$ cat config.mk
export PLATFORM = sky130hd
export DESIGN_NAME = bit_window_extract_packer_flat
export DESIGN_NICKNAME = d
export VERILOG_FILES = /design/src/rtl/bwe_pkg.sv /design/src/rtl/bwe_channels.sv /design/src/rtl/bit_window_extract_packer.sv /design/src/rtl/bwe_core.sv /design/src/rtl/bwe_rsp_fifo.sv /design/src/flat_wrapper.sv
export VERILOG_INCLUDE_DIRS = /design/src /design/src/rtl
export SDC_FILE = /design/constraint.sdc
export NUM_CORES = 1
export LEC_CHECK = 0
export BUFFER_PORTS_ARGS = -buffer_cell sky130_fd_sc_hd__buf_4
export CORE_MARGIN = 3
export CORE_UTILIZATION = 55
export DETAILED_ROUTE_END_ITERATION = 10
export GPL_TIMING_DRIVEN = 0
export MAX_ROUTING_LAYER = met4
export PLACE_DENSITY = 0.83
export SLEW_MARGIN = 40
export SYNTH_ARGS = -nofsm -noshare
export SYNTH_HDL_FRONTEND = slang
export SYNTH_SLANG_ARGS = --single-unit
$ cat constraint.sdc
create_clock -name clock -period 8.1 [get_ports clock]
set_clock_uncertainty 0.05 [all_clocks]
set_input_delay 1.62 -clock clock [delete_from_list [all_inputs] [get_ports clock]]
set_output_delay 1.62 -clock clock [all_outputs]
set_load 0.005 [all_outputs]
$ cat src/rtl/assert_macros.svh
// ---------------------------------------------------------------------------
// Assertion macros
// Concurrent assertion wrappers; defining NO_ASSERTIONS compiles them out.
// ---------------------------------------------------------------------------
`ifndef ASSERT_MACROS_SVH
`define ASSERT_MACROS_SVH

`ifndef NO_ASSERTIONS

`define BWE_ASSERT(label, clk, rst, prop) \
   label: assert property (@(posedge clk) disable iff (rst) (prop)) \
      else $error("bit window packer: assertion failed");

`define BWE_NEVER(label, clk, rst, cond) \
   label: assert property (@(posedge clk) disable iff (rst) !(cond)) \
      else $error("bit window packer: forbidden condition seen");

`else

`define BWE_ASSERT(label, clk, rst, prop)
`define BWE_NEVER(label, clk, rst, cond)

`endif

`endif

$ cat src/rtl/bwe_pkg.sv
// ---------------------------------------------------------------------------
// Bit window packer package
// Shared types and constants for the bit window extract packer.
// ---------------------------------------------------------------------------
package bwe_pkg;

   localparam int BYTE_W      = 8;
   localparam int START_W     = 10;
   localparam int LEN_W       = 11;
   localparam int CSR_DATA_W  = 11;
   localparam int CSR_IDX_W   = 2;
   localparam int RSP_DEPTH   = 4;
   localparam int RSP_PTR_W   = 2;
   localparam int RSP_CNT_W   = 3;

   localparam logic [BYTE_W-1:0] BYTE_MASK = 8'hff;

   localparam logic [CSR_IDX_W-1:0] REG_FIELD_START  = 2'd0;
   localparam logic [CSR_IDX_W-1:0] REG_FIELD_LENGTH = 2'd1;
   localparam logic [CSR_IDX_W-1:0] REG_RECORD_BITS  = 2'd2;

   typedef struct packed {
      logic [START_W-1:0] field_start;
      logic [LEN_W-1:0]   field_length;
      logic [LEN_W-1:0]   record_bits;
   } cfg_type;

   typedef struct packed {
      logic [BYTE_W-1:0] packed_byte;
      logic              byte_valid;
      logic [LEN_W-1:0]  bits_written;
      logic              range_error;
      logic              last_result;
   } rsp_type;

   // Results caused by one input beat, compacted into res_a then res_b.
   typedef struct packed {
      logic [1:0] count;
      rsp_type    res_a;
      rsp_type    res_b;
   } rsp_set_type;

   typedef struct packed {
      logic [RSP_CNT_W-1:0] count;
      logic                 can_take;
   } fifo_stat_type;

endpackage

$ cat src/rtl/bwe_channels.sv
// ---------------------------------------------------------------------------
// Bit window packer channels
// Valid/ready interfaces for the record byte stream and the packed results.
// ---------------------------------------------------------------------------
interface bwe_req_if;
   logic       valid;
   logic       ready;
   logic [7:0] data_byte;
   logic       last_byte;

   modport source (output valid, data_byte, last_byte, input ready);
   modport sink   (input valid, data_byte, last_byte, output ready);
endinterface

interface bwe_rsp_if;
   logic        valid;
   logic        ready;
   logic [7:0]  packed_byte;
   logic        byte_valid;
   logic [10:0] bits_written;
   logic        range_error;
   logic        last_result;

   modport source (output valid, packed_byte, byte_valid, bits_written, range_error,
                   last_result, input ready);
   modport sink   (input valid, packed_byte, byte_valid, bits_written, range_error,
                   last_result, output ready);
endinterface

$ cat src/rtl/bit_window_extract_packer.sv
// ---------------------------------------------------------------------------
// Bit window extract packer
// Cuts a configured bit window out of a byte stream and packs it MSB-first.
// ---------------------------------------------------------------------------
// A record byte is taken every cycle while the four-entry result buffer has
// room for two results; with the result side ready, one beat per cycle runs
// indefinitely. Each beat is handled in the cycle it is taken: the window cut,
// the merge into the pending byte and the result build are one level of
// logic feeding the result buffer, so each result is registered into the
// buffer as its beat is taken. A last beat completing a byte and leaving a
// partial one causes two results, leaving the buffer in turn; the output
// port of one result per cycle bounds the sustained rate. Configuration
// registers must be written only while no record is in flight; unchecked.
`include "assert_macros.svh"

module bit_window_extract_packer #(
   parameter int MAX_RECORD_BITS = 1024
) (
   input  logic                                clock,
   input  logic                                reset,
   input  logic                                csr_we,
   input  logic [bwe_pkg::CSR_IDX_W-1:0]       csr_index,
   input  logic [bwe_pkg::CSR_DATA_W-1:0]      csr_wdata,
   bwe_req_if.sink                             req_bus,
   bwe_rsp_if.source                           rsp_bus
);

   bwe_pkg::cfg_type       cfg_ff;
   bwe_pkg::rsp_set_type   rsp_set;
   bwe_pkg::rsp_type       head;
   bwe_pkg::fifo_stat_type stat;
   logic                   fire, pop;

   always_ff @(posedge clock) begin
      if (reset) begin
         cfg_ff <= '0;
      end else if (csr_we) begin
         case (csr_index)
            bwe_pkg::REG_FIELD_START: begin
               cfg_ff.field_start <= csr_wdata[bwe_pkg::START_W-1:0];
            end
            bwe_pkg::REG_FIELD_LENGTH: begin
               cfg_ff.field_length <= csr_wdata;
            end
            bwe_pkg::REG_RECORD_BITS: begin
               cfg_ff.record_bits <= csr_wdata;
            end
            default: begin
               cfg_ff <= cfg_ff;
            end
         endcase
      end
   end

   assign req_bus.ready = stat.can_take;
   assign fire          = req_bus.valid && req_bus.ready;
   assign rsp_bus.valid = stat.count != '0;
   assign pop           = rsp_bus.valid && rsp_bus.ready;

   assign rsp_bus.packed_byte  = head.packed_byte;
   assign rsp_bus.byte_valid   = head.byte_valid;
   assign rsp_bus.bits_written = head.bits_written;
   assign rsp_bus.range_error  = head.range_error;
   assign rsp_bus.last_result  = head.last_result;

   bwe_core #(
      .MAX_RECORD_BITS (MAX_RECORD_BITS)
   ) u_core (
      .clock     (clock),
      .reset     (reset),
      .cfg       (cfg_ff),
      .beat_fire (fire),
      .data_byte (req_bus.data_byte),
      .last_byte (req_bus.last_byte),
      .rsp_set   (rsp_set)
   );

   bwe_rsp_fifo u_rsp_fifo (
      .clock    (clock),
      .reset    (reset),
      .push_set (rsp_set),
      .pop      (pop),
      .head     (head),
      .stat     (stat)
   );

   `BWE_NEVER(a_fifo_overflow, clock, reset, stat.count > 3'(bwe_pkg::RSP_DEPTH))
   `BWE_ASSERT(a_count_track, clock, reset, 1'b1 |=> stat.count == $past(stat.count) + 3'($past(rsp_set.count)) - 3'($past(pop)))
   `BWE_ASSERT(a_error_is_final, clock, reset, (rsp_bus.valid && rsp_bus.range_error) |-> (rsp_bus.last_result && !rsp_bus.byte_valid))
   `BWE_NEVER(a_push_when_full, clock, reset, !fire && rsp_set.count != 2'd0)

endmodule

$ cat src/rtl/bwe_core.sv
// ---------------------------------------------------------------------------
// Bit window packer core
// Per-beat window cut, shift-and-merge into the pending byte, result build.
// ---------------------------------------------------------------------------
module bwe_core #(
   parameter int MAX_RECORD_BITS = 1024
) (
   input  logic                               clock,
   input  logic                               reset,
   input  bwe_pkg::cfg_type                   cfg,
   input  logic                               beat_fire,
   input  logic [bwe_pkg::BYTE_W-1:0]         data_byte,
   input  logic                               last_byte,
   output bwe_pkg::rsp_set_type               rsp_set
);

   localparam int ByteCap = (MAX_RECORD_BITS + 7) / 8;
   localparam int CntW    = $clog2(ByteCap + 1);
   localparam int PosNeed = $clog2(ByteCap * 8 + 9);
   localparam int PosW    = (PosNeed > 12) ? PosNeed : 12;
   localparam int LenW    = bwe_pkg::LEN_W;
   localparam int ByteW   = bwe_pkg::BYTE_W;

   logic [CntW-1:0]  byte_cnt_ff, byte_cnt_in;
   logic [ByteW-1:0] pend_ff, pend_in;
   logic [2:0]       pcnt_ff, pcnt_in;
   logic [LenW-1:0]  extr_ff, extr_in;

   logic [PosW-1:0]  rec_w, s_w, e_w, b0_w, b8_w, lo_w, hi_w, span_w;
   logic             range_bad, take, full, flush;
   logic [3:0]       n_bits, total;
   logic [2:0]       offset;
   logic [ByteW-1:0] shifted, aligned;
   logic [2*ByteW-1:0] acc;
   bwe_pkg::rsp_type data_rsp, tail_rsp, err_rsp;

   always_comb begin
      if (PosW'(cfg.record_bits) > PosW'(MAX_RECORD_BITS)) begin
         rec_w = PosW'(MAX_RECORD_BITS);
      end else begin
         rec_w = PosW'(cfg.record_bits);
      end
      s_w       = PosW'(cfg.field_start);
      e_w       = PosW'(cfg.field_start) + PosW'(cfg.field_length);
      b0_w      = PosW'(byte_cnt_ff) << 3;
      b8_w      = b0_w + PosW'(ByteW);
      range_bad = e_w > rec_w;
      lo_w      = (s_w > b0_w) ? s_w : b0_w;
      hi_w      = (e_w < b8_w) ? e_w : b8_w;
      take      = !range_bad && (lo_w < hi_w);
      span_w    = hi_w - lo_w;
      n_bits    = take ? span_w[3:0] : 4'd0;
      offset    = 3'(lo_w - b0_w);

      // Keep the window bits of this byte MSB-aligned, then slide them
      // behind the bits already pending.
      shifted = data_byte << offset;
      aligned = shifted & ~(bwe_pkg::BYTE_MASK >> n_bits);
      acc     = {pend_ff, {ByteW{1'b0}}} | ({aligned, {ByteW{1'b0}}} >> pcnt_ff);
      total   = {1'b0, pcnt_ff} + n_bits;
      full    = total[3];
      extr_in = extr_ff + LenW'(n_bits);
      pcnt_in = total[2:0];
      pend_in = full ? acc[ByteW-1:0] : acc[2*ByteW-1:ByteW];
      flush   = last_byte && (pcnt_in != 3'd0);

      data_rsp.packed_byte  = acc[2*ByteW-1:ByteW];
      data_rsp.byte_valid   = 1'b1;
      data_rsp.bits_written = (last_byte && !flush) ? extr_in : '0;
      data_rsp.range_error  = 1'b0;
      data_rsp.last_result  = last_byte && !flush;

      tail_rsp.packed_byte  = flush ? pend_in : '0;
      tail_rsp.byte_valid   = flush;
      tail_rsp.bits_written = extr_in;
      tail_rsp.range_error  = 1'b0;
      tail_rsp.last_result  = 1'b1;

      err_rsp.packed_byte  = '0;
      err_rsp.byte_valid   = 1'b0;
      err_rsp.bits_written = '0;
      err_rsp.range_error  = 1'b1;
      err_rsp.last_result  = 1'b1;

      rsp_set.res_a = data_rsp;
      rsp_set.res_b = tail_rsp;
      rsp_set.count = 2'd0;
      if (range_bad) begin
         rsp_set.res_a = err_rsp;
         rsp_set.count = last_byte ? 2'd1 : 2'd0;
      end else if (full) begin
         rsp_set.count = flush ? 2'd2 : 2'd1;
      end else if (last_byte) begin
         rsp_set.res_a = tail_rsp;
         rsp_set.count = 2'd1;
      end
      if (!beat_fire) begin
         rsp_set.count = 2'd0;
      end

      if (byte_cnt_ff < CntW'(ByteCap)) begin
         byte_cnt_in = byte_cnt_ff + CntW'(1);
      end else begin
         byte_cnt_in = byte_cnt_ff;
      end
   end

   always_ff @(posedge clock) begin
      if (reset) begin
         byte_cnt_ff <= '0;
         pend_ff     <= '0;
         pcnt_ff     <= '0;
         extr_ff     <= '0;
      end else if (beat_fire) begin
         if (last_byte) begin
            byte_cnt_ff <= '0;
            pend_ff     <= '0;
            pcnt_ff     <= '0;
            extr_ff     <= '0;
         end else begin
            byte_cnt_ff <= byte_cnt_in;
            if (!range_bad) begin
               pend_ff <= pend_in;
               pcnt_ff <= pcnt_in;
               extr_ff <= extr_in;
            end
         end
      end
   end

endmodule

$ cat src/rtl/bwe_rsp_fifo.sv
// ---------------------------------------------------------------------------
// Bit window packer result buffer
// Four-entry result queue taking up to two results per cycle.
// ---------------------------------------------------------------------------
module bwe_rsp_fifo (
   input  logic                    clock,
   input  logic                    reset,
   input  bwe_pkg::rsp_set_type    push_set,
   input  logic                    pop,
   output bwe_pkg::rsp_type        head,
   output bwe_pkg::fifo_stat_type  stat
);

   localparam int PtrW = bwe_pkg::RSP_PTR_W;
   localparam int CntW = bwe_pkg::RSP_CNT_W;

   bwe_pkg::rsp_type slot_ff [bwe_pkg::RSP_DEPTH];
   logic [PtrW-1:0]  wr_ptr_ff, rd_ptr_ff;
   logic [CntW-1:0]  count_ff, count_in;
   logic [PtrW-1:0]  wr_next_ptr;

   always_comb begin
      wr_next_ptr   = wr_ptr_ff + PtrW'(1);
      count_in      = count_ff + CntW'(push_set.count) - CntW'(pop);
      head          = slot_ff[rd_ptr_ff];
      stat.count    = count_ff;
      // Room for the largest set of results one beat can cause.
      stat.can_take = count_ff <= CntW'(bwe_pkg::RSP_DEPTH - 2);
   end

   always_ff @(posedge clock) begin
      if (push_set.count != 2'd0) begin
         slot_ff[wr_ptr_ff] <= push_set.res_a;
      end
      if (push_set.count == 2'd2) begin
         slot_ff[wr_next_ptr] <= push_set.res_b;
      end
   end

   always_ff @(posedge clock) begin
      if (reset) begin
         wr_ptr_ff <= '0;
         rd_ptr_ff <= '0;
         count_ff  <= '0;
      end else begin
         wr_ptr_ff <= wr_ptr_ff + PtrW'(push_set.count);
         rd_ptr_ff <= rd_ptr_ff + PtrW'(pop);
         count_ff  <= count_in;
      end
   end

endmodule

$ cat src/flat_wrapper.sv
// flat-port wrapper written by rule: the top's interface ports become plain ports
module bit_window_extract_packer_flat 
#(
   parameter int MAX_RECORD_BITS = 1024
)
  (clock, reset, csr_we, csr_index, csr_wdata, req_bus_valid, req_bus_data_byte, req_bus_last_byte, req_bus_ready, rsp_bus_valid, rsp_bus_packed_byte, rsp_bus_byte_valid, rsp_bus_bits_written, rsp_bus_range_error, rsp_bus_last_result, rsp_bus_ready);
  bwe_req_if req_bus_i ();
  bwe_rsp_if rsp_bus_i ();
  input  logic clock;
  input  logic reset;
  input  logic csr_we;
  input  logic [bwe_pkg::CSR_IDX_W-1:0] csr_index;
  input  logic [bwe_pkg::CSR_DATA_W-1:0] csr_wdata;
  input wire logic [$bits(req_bus_i.valid)-1:0] req_bus_valid;
  input wire logic [$bits(req_bus_i.data_byte)-1:0] req_bus_data_byte;
  input wire logic [$bits(req_bus_i.last_byte)-1:0] req_bus_last_byte;
  output wire logic [$bits(req_bus_i.ready)-1:0] req_bus_ready;
  output wire logic [$bits(rsp_bus_i.valid)-1:0] rsp_bus_valid;
  output wire logic [$bits(rsp_bus_i.packed_byte)-1:0] rsp_bus_packed_byte;
  output wire logic [$bits(rsp_bus_i.byte_valid)-1:0] rsp_bus_byte_valid;
  output wire logic [$bits(rsp_bus_i.bits_written)-1:0] rsp_bus_bits_written;
  output wire logic [$bits(rsp_bus_i.range_error)-1:0] rsp_bus_range_error;
  output wire logic [$bits(rsp_bus_i.last_result)-1:0] rsp_bus_last_result;
  input wire logic [$bits(rsp_bus_i.ready)-1:0] rsp_bus_ready;
  assign req_bus_i.valid = req_bus_valid;
  assign req_bus_i.data_byte = req_bus_data_byte;
  assign req_bus_i.last_byte = req_bus_last_byte;
  assign req_bus_ready = req_bus_i.ready;
  assign rsp_bus_valid = rsp_bus_i.valid;
  assign rsp_bus_packed_byte = rsp_bus_i.packed_byte;
  assign rsp_bus_byte_valid = rsp_bus_i.byte_valid;
  assign rsp_bus_bits_written = rsp_bus_i.bits_written;
  assign rsp_bus_range_error = rsp_bus_i.range_error;
  assign rsp_bus_last_result = rsp_bus_i.last_result;
  assign rsp_bus_i.ready = rsp_bus_ready;
  bit_window_extract_packer #(.MAX_RECORD_BITS(MAX_RECORD_BITS)) u_core (.clock(clock), .reset(reset), .csr_we(csr_we), .csr_index(csr_index), .csr_wdata(csr_wdata), .req_bus(req_bus_i), .rsp_bus(rsp_bus_i));
endmodule
==> run metrics <==
gr busiest metal met2; met2 track demand over resource 0.450; grt ovf 0; clk_lat worst skew around 440 ps; synthesized net count 1108; PortBufs 49; CTS tree yes; largest family of logic cells by synthesized area simple AND/OR/NAND/NOR gates; Area growth syn-to-layout 16.2%; Period Utilization, post-route 0.952; Num CTS Buffers 17; count of clock tree sinks 157; PD cells ~260 nW/um^2; routed len/inst slightly below 20 um; register bit count reported by yosys 157; DRC violations left 0; Pwr Total around 0.003 W; share of the yosys chip area belonging to registers 0.400; Post-Syn Area between 9000 and 10000 um^2; core region area 17400 um^2; status complete, no violations; Setup crit end kind flip-flop; compound-gate portion of the synthesized area 0.173; pins over their slew limit 0; first-pass iteration count of the detailed router 5; R2R Setup Slk 390 ps; pin count of the biggest net entering global routing 22; ys async rst share 0; aggregate routed wire length ~26000 um; slowest cell on the critical path or4_4; GR Util met1 0.314; H-tree depth 4; fraction of layout cells with a size suffix above 1 0.191; number of global-route vias before repair 8222; Synth Area in Adders 0.0901; fill count 1335; DPL Wire Length 18600 um; type of origin of the critical path flip-flop; Clock transition at path regs 70 ps; final-report setup violation count 0; Max stage delay on crit path 510 ps; Worst Hold Class reg2reg; crit-path max FO 10; gpl congestion 0.955; die area 19600 um^2; Syn. warnings 0; First DRT Iteration DRCs 838; All-Layer GR Usage 0.267; first-pass GRT wire length 40900 um; Final Hold Viols 0; Crit path required time 8350 ps; CTS root buffer clkbuf_16; row count 48; Final Util 0.658; leakage 4.50 nW; Worst IR Drop VDD slightly below 0.0002 V; Syn Area/Cell 9.74 um^2; TNS Setup 0 ps; IO Pins 51; Starting Density 0.566; worst path arrival time 7960 ps; Slew headroom 0.457; Peak Freq about 0.13 GHz; Max-Cap Viols 0; Die X 140 um; Worst Max-Slew Pin Slew 815 ps; die height ~140 um; vias 8351; Primary FF master, synth edfxtp_1; Inserted Diodes 0; Netlist cell types 88; critical path class reg2reg; Final #Nets 1187; clock buffer depth 2; initial antenna violation count 0; Post-synth EDFFs 80; ANT nets after route 0; post-synthesis simple-gate area fraction 0.174; vias per cell 6.28; Final Cell Area 11500 um^2; worst hold slack 414 ps; min Tclk post-route 7710 ps; XOR/XNOR Fraction of Synth Area 0.0337; Placed Area about 11000 um^2; GR met3 Demand/Resource 0.0475; mux cell area share after synthesis 0.0921; CP dominant cell by count ha_1; Cells after Synth between 1000 and 1500
==> worst max-delay path: cells and delay by family (launching register included) <==
family	cells	cell delay, ps
AOI/OAI and AO/OA	8	1250
xor gates and xnor gates	4	650
adders and majority gates	8	2300
buffers and inverters	5	500
DFF	1	440
and+or+nand+nor	13	2400
==> final cells by class <==
type,instances,area (um^2),area share
sequential,157,3950,0.345
timing repair buffer,61,485,0.0424
clock inverter,15,183,0.0159
inverter,38,143,0.0125
multi-input combinational,774,5760,0.503
clock buffer,17,425,0.0371
buffer,43,226,0.0198
tap,225,282,0.0246
==> timing repair <==
action,in CTS,in global routing
hold buffers,0,0
pin swaps,7,13
endpoints found under the setup margin,183,120
buffers inserted,5,5
resized for setup,21,23
==> path summary, 6_finish.rpt <==
check,startpoint,endpoint,cells past startpoint
setup / recovery,u_core.cfg_ff[23],u_core.u_rsp_fifo.count_ff[2],38
hold / removal,u_core.u_core.extr_ff[0],u_core.u_core.extr_ff[0],2
setup reg to reg,u_core.cfg_ff[23],u_core.u_rsp_fifo.count_ff[2],38
hold reg to reg,u_core.u_core.extr_ff[0],u_core.u_core.extr_ff[0],2
==> Yosys cell counts (4+ instances only) <==
library cell | number | share of area
xor2_1 | 12 | 0.011
o22ai_1 | 29 | 0.018
nand3_1 | 27 | 0.014
buf_6 | 7 | 0.0080
nand2b_1 | 4 | 0.0025
a21oi_1 | 66 | 0.033
xnor2_1 | 26 | 0.023
fa_1 | 5 | 0.010
nand4_1 | 9 | 0.0057
and2_1 | 9 | 0.0057
nand3b_1 | 4 | 0.0030
nor2b_2 | 4 | 0.0036
nor2_1 | 133 | 0.051
nor3_1 | 33 | 0.017
nor2b_1 | 15 | 0.0095
o221ai_1 | 4 | 0.0036
buf_1 | 6 | 0.0023
a22oi_1 | 4 | 0.0030
a21o_1 | 13 | 0.0099
and3_1 | 7 | 0.0044
o21bai_1 | 5 | 0.0038
inv_1 | 33 | 0.013
dfxtp_1 | 77 | 0.16
a211oi_2 | 6 | 0.0076
o32ai_1 | 6 | 0.0053
a211oi_1 | 8 | 0.0061
buf_2 | 4 | 0.0020
nor4_1 | 6 | 0.0038
mux4_2 | 22 | 0.050
o21ai_0 | 36 | 0.018
edfxtp_1 | 80 | 0.24
or3_1 | 6 | 0.0038
clkbuf_1 | 26 | 0.0099
o211ai_1 | 7 | 0.0053
ha_1 | 63 | 0.080
nand2_1 | 87 | 0.033
mux2i_1 | 39 | 0.040
o21a_1 | 5 | 0.0038
==> registers in the layout, indices dropped and copies added (netlist names) <==
register and count:
u_core.u_core.pend_ff 8, u_core.u_rsp_fifo.count_ff 3, u_core.u_rsp_fifo.slot_ff 88, u_core.u_core.byte_cnt_ff 8, u_core.u_rsp_fifo.rd_ptr_ff 2, u_core.u_core.pcnt_ff 3
u_core.u_rsp_fifo.wr_ptr_ff 2, u_core.cfg_ff 32, u_core.u_core.extr_ff 11
==> through the flow <==
stage	std cells	setup slack, ps
3_5_place_dp	1289	-1440
4_1_cts	1325	0.719
2_1_floorplan	1013	-258
6_report	1330	390
3_3_place_gp	1287	-2290
5_1_grt	1330	-3.73
==> cells by family after synthesis <==
logic type                 Yosys count
AOI/OAI and AO/OA                  241
xor gates and xnor gates            38
adders and majority gates           68
buffers and inverters               82
DFF                                157
muxes                               62
and+or+nand+nor                    365
==> where the power goes <==
| group | internal (W) | switching, W |
|---|---|---|
| sequential | 0.000914 | 0.0000425 |
| clock | 0.000420 | 0.000390 |
| combinational | 0.000492 | 0.000676 |
| total | 0.00183 | 0.00111 |
==> layer usage <==
metal	routed length [um]	share of wire
met4	954	0.037
met2	12600	0.49
met3	2120	0.083
met1	9900	0.39
met5	0	0
==> cells in the final DEF (no fill, tap or decap), drive strengths merged, types with 7 or more instances in the layout <==
master,Yosys,layout
a211oi,14,14
a21o,13,13
a21oi,69,69
and2,9,9
and3,9,9
buf,17,78
clkbuf,27,43
clkinv,2,9
dfxtp,77,77
edfxtp,80,80
ha,63,63
inv,36,43
mux2i,40,40
mux4,22,22
nand2,89,89
nand3,27,27
nand4,9,9
nor2,136,136
nor2b,19,19
nor3,34,34
o211ai,7,7
o21ai,39,39
o22ai,29,29
o32ai,7,7
xnor2,26,26
xor2,12,12
(Power assumes the default switching activity.)
